### src/rtl/pta_pkg.sv
`timescale 1ns / 1ps

package pta_pkg;

   // Entries in one page table (one per virtual page)
   localparam int ENTRIES_PER_TABLE = 64;
   localparam int ENTRY_IDX_W       = 6;
   localparam int FIELD_W           = 6;
   localparam int FREE_MAP_W        = 64;

   // Classified operation handed from the front to the back
   typedef enum logic [1:0] {
      OP_CREATE     = 2'd0,  // create with a valid process number
      OP_SKIP       = 2'd1,  // create for a process out of range: no change
      OP_LOOKUP     = 2'd2,  // lookup through the process record
      OP_LOOKUP_MAP = 2'd3   // lookup through pointer 0 (free-map area)
   } op_type;

   typedef enum logic [1:0] {
      ST_OK       = 2'd0,
      ST_NO_TABLE = 2'd1,
      ST_NO_DATA  = 2'd2
   } status_type;

   typedef enum logic [2:0] {
      S_IDLE,
      S_LK_PTR,
      S_LK_ENT,
      S_ALLOC_TBL,
      S_ALLOC_DATA,
      S_REPLY
   } state_type;

   // One queued item
   typedef struct packed {
      op_type             op;
      logic [FIELD_W-1:0] process;
      logic [FIELD_W-1:0] alloc_count;
      logic [FIELD_W-1:0] virtual_page;
   } item_type;

endpackage

### src/rtl/pta_queue.sv
`timescale 1ns / 1ps

module pta_queue (
   input  logic              clock,
   input  logic              reset,
   input  logic              push,
   input  pta_pkg::item_type push_item,
   output logic              full,
   input  logic              pop,
   output logic              head_valid,
   output pta_pkg::item_type head_item
);

   // Two-entry queue between front and back
   pta_pkg::item_type slot_ff [2];
   logic       wr_ptr_ff, wr_ptr_in;
   logic       rd_ptr_ff, rd_ptr_in;
   logic [1:0] fill_ff, fill_in;

   always_comb begin
      wr_ptr_in = wr_ptr_ff ^ push;
      rd_ptr_in = rd_ptr_ff ^ pop;
      fill_in   = fill_ff + 2'(push) - 2'(pop);
   end

   always_ff @(posedge clock) begin
      if (reset) begin
         wr_ptr_ff <= 1'b0;
         rd_ptr_ff <= 1'b0;
         fill_ff   <= 2'd0;
      end else begin
         wr_ptr_ff <= wr_ptr_in;
         rd_ptr_ff <= rd_ptr_in;
         fill_ff   <= fill_in;
      end
   end

   always_ff @(posedge clock) begin
      if (push) begin
         slot_ff[wr_ptr_ff] <= push_item;
      end
   end

   assign full       = fill_ff == 2'd2;
   assign head_valid = fill_ff != 2'd0;
   assign head_item  = slot_ff[rd_ptr_ff];

endmodule

### config.mk
export PLATFORM = sky130hd
export DESIGN_NAME = pta_queue
export DESIGN_NICKNAME = d
export VERILOG_FILES = /design/src/rtl/pta_pkg.sv /design/src/rtl/pta_queue.sv
export SDC_FILE = /design/constraint.sdc
export NUM_CORES = 1
export LEC_CHECK = 0
export ABC_AREA = 1
export BUFFER_PORTS_ARGS = -buffer_cell sky130_fd_sc_hd__buf_4
export CAP_MARGIN = 20
export CORE_UTILIZATION = 50
export DETAILED_ROUTE_END_ITERATION = 6
export PLACE_DENSITY_LB_ADDON = 0.15
export SYNTH_ARGS = -nofsm -noshare
export SYNTH_HDL_FRONTEND = slang
export SYNTH_SLANG_ARGS = --single-unit
### constraint.sdc
create_clock -name clock -period 1.75 [get_ports clock]
set_input_delay 0.175 -clock clock [delete_from_list [all_inputs] [get_ports clock]]
set_output_delay 0.175 -clock clock [all_outputs]
set_load 0.05 [all_outputs]
==> out/summary.txt <==
Fin Hold WS -> 78.9 ps
Setup TNS -> 0 ps
Estimated wirelength of the detail-placed design -> 1830 um
Core area -> 3100 sq um
CP max FO -> 11
CTS tree -> done
Final Skew -> 9.78 ps
Crit path to -> head_item[5]
Max Fclk -> 619 MHz
Initial drt markers -> 23
Number of global-route vias before repair -> 946
Post-Syn Nets -> 117
Post-Synthesis Cells -> 89
Largest net degree at the start of global routing -> 13
Worst setup path startpoint -> rd_ptr_ff
Worst setup EP type -> output port
Ratio of cells with drive above 1 in the final layout -> 45.8%
Status -> finished clean
Worst path slowest cell -> mux2_2
Max VDD drop -> 0.000749 V
Clock sinks -> 44
Cell Pwr Density -> 961 nW/um^2
GRT overflow -> 0
Worst r2r src -> fill_ff[0]
Kind of critical path -> flop to output port
Initial Util -> 53.4%
Period utilization -> 92.3%
Max_slew headroom -> 88.5%
Placer's final routability congestion estimate -> 0.675
Drt drc -> 0
Seq/Total Area, Yosys -> 77.3%
Fin nets -> 194
CP Cell Sequence -> buf_4 > mux2_2 > buf_4
Fraction of power consumed by sequential logic -> 55.4%
Final wirelength -> 2860 um
Hold Path Class -> input port to flop
Post-DRT Antenna Nets -> 0
Worst path required time -> 1570 ps
Post-Layout Cell Count -> 210
Sw Ratio -> 29.2%
Reg clk slew, reported paths -> 110 ps
Number of diodes -> 0
Pleak -> 0.931 nW
Die Wd -> 59.6 um
Power share of the clock group -> 19.2%
Synthesis-to-layout area growth -> 40.5%
Number of post-CTS setup repair buffers -> 0
Crit path DAT -> 1440 ps
Critical path's most frequent cell -> buf_4
Commonest non-fill, non-tap cell in the layout -> buf_4
Total track usage -> 17.0%
First-pass GRT wire length -> 4040 um
I/O pin total -> 46
Ys Warns -> 0
Final slew viol count -> 0
Vias -> 988
Die height -> 59.6 um
Num rows -> 20
Switch Pwr -> 0.653 mW
Port bufs -> 45
Placed cell count -> 182
Combinational share of power -> 25.5%
Placed Area -> 2070 sq um
Max Cap Viol -> 0
Int Pwr -> 1.58 mW
Final Instance Area -> 2330 sq um
Root Driver -> clkbuf_4
Worst-Skew Late Latency -> 340 ps
Worst slew pin tran -> 173 ps
R2R Path End -> fill_ff[1]
Worst r2r path cells -> 8
CTS Buffer Depth -> 2
Total design power -> 2.24 mW
Library cells used by synthesis -> 11
Antenna violations before repair -> 0
Final hold violations -> 0
Cts bufs inserted -> 5
Die area -> 3550 sq um
Post-layout min period -> 1620 ps
Htree depth -> 2
RSZ-0062 raised after global routing -> no
Mapped Area -> 1660 sq um
Mean Syn Cell Area -> 18.6 sq um
Startpoint Class -> flop
Drt pass-1 iters -> 5
Wire length per cell -> 13.6 um
R2r setup slk -> 480 ps
Setup-failing EPs final -> 0
Via density -> 4.70
Slowest Stage Delay on Critical Path -> 360 ps
Yosys reg bits -> 44
Commonest non-fill, non-tap cells in the layout -> buf_4 (51), edfxtp_1 (40), dlygate4sd3_1 (21)
-- state kept, by name (all words and copies together) (netlist names) --
name and flops:
wr_ptr_ff 1, fill_ff 2, slot_ff 40, rd_ptr_ff 1
-- routing by layer --
metal | vias up | GRT usage, % | wire length, um
met2 | 26 | 29.1 | 1530
met5 | - | 0 | 0
li1 | 484 | - | -
met3 | 5 | 6.77 | 136
met1 | 473 | 18.2 | 1160
met4 | 0 | 8.31 | 35
-- synth_stat cells --
cell type	instances	area share, %
a21oi_1	1	0.30
buf_6	2	1.4
dfxtp_1	4	4.8
edfxtp_1	40	72
ha_1	4	3.0
inv_1	7	1.6
mux2_2	20	14
nand2_1	4	0.91
nand3_1	1	0.30
nor2_1	5	1.1
xnor2_1	1	0.53
-- worst min path at each step --
stage                  startpoint             end  slack (ps)  depth (start not counted)
floorplan                   reset       wr_ptr_ff         240                          1
global placement    push_item[11]  slot_ff[0][11]         360                          1
detailed placement  push_item[15]  slot_ff[1][15]         360                          1
CTS                 push_item[13]  slot_ff[0][13]         0.3                          1
global route                  pop       rd_ptr_ff          70                          3
finish                        pop       rd_ptr_ff          80                          3
-- what timing repair did --
action / in CTS / in global routing
setup endpoints to repair: 0 / 0
resized for setup: 0 / 0
hold buffers: 13 / 8
endpoints found under the hold margin: 25 / 16
-- power by group through the flow --
stage               logic (mW)  clock network [mW]  registers, mW
floorplan                0.363                   0           1.26
global placement         0.524                   0           1.26
detailed placement       0.535                   0           1.26
CTS                      0.560               0.444           1.24
global route             0.603               0.484           1.25
finish                   0.570               0.429           1.24
-- cell type report --
cell class	count	area, sq um
repair buffers	72	593
flip-flops and latches	44	1280
fillers	220	774
multi-input cells	36	328
inverters	7	26.3
well taps	44	55.1
clock buffers	5	37.5
clock inverters	2	7.51
-- critical path, delay by kind of cell (launching register included) --
kind                   cells  cell delay [ps]
buffers and inverters      2              390
muxes                      1              360
DFF                        1              350
-- logic make-up (layout without fill, tap and decap cells) --
| family | Yosys count | after routing | share of synthesized area [%] |
|---|---|---|---|
| flops | 44 | 44 | 77.3 |
| mux | 20 | 20 | 13.6 |
| simple gates | 10 | 10 | 2.34 |
| buf+inv | 9 | 86 | 2.94 |
| fa+ha+maj | 4 | 4 | 3.02 |
| compound gates | 1 | 1 | 0.302 |
| xor+xnor | 1 | 1 | 0.528 |
-- stage by stage --
step,utilization (%),setup slack (ps)
2_1_floorplan,-,476
3_3_place_gp,66.8,522
3_5_place_dp,66.8,480
4_1_cts,72.5,104
5_1_grt,75.0,49.3
6_report,75.0,135
Note: power is estimated with default switching activity, not from simulation.
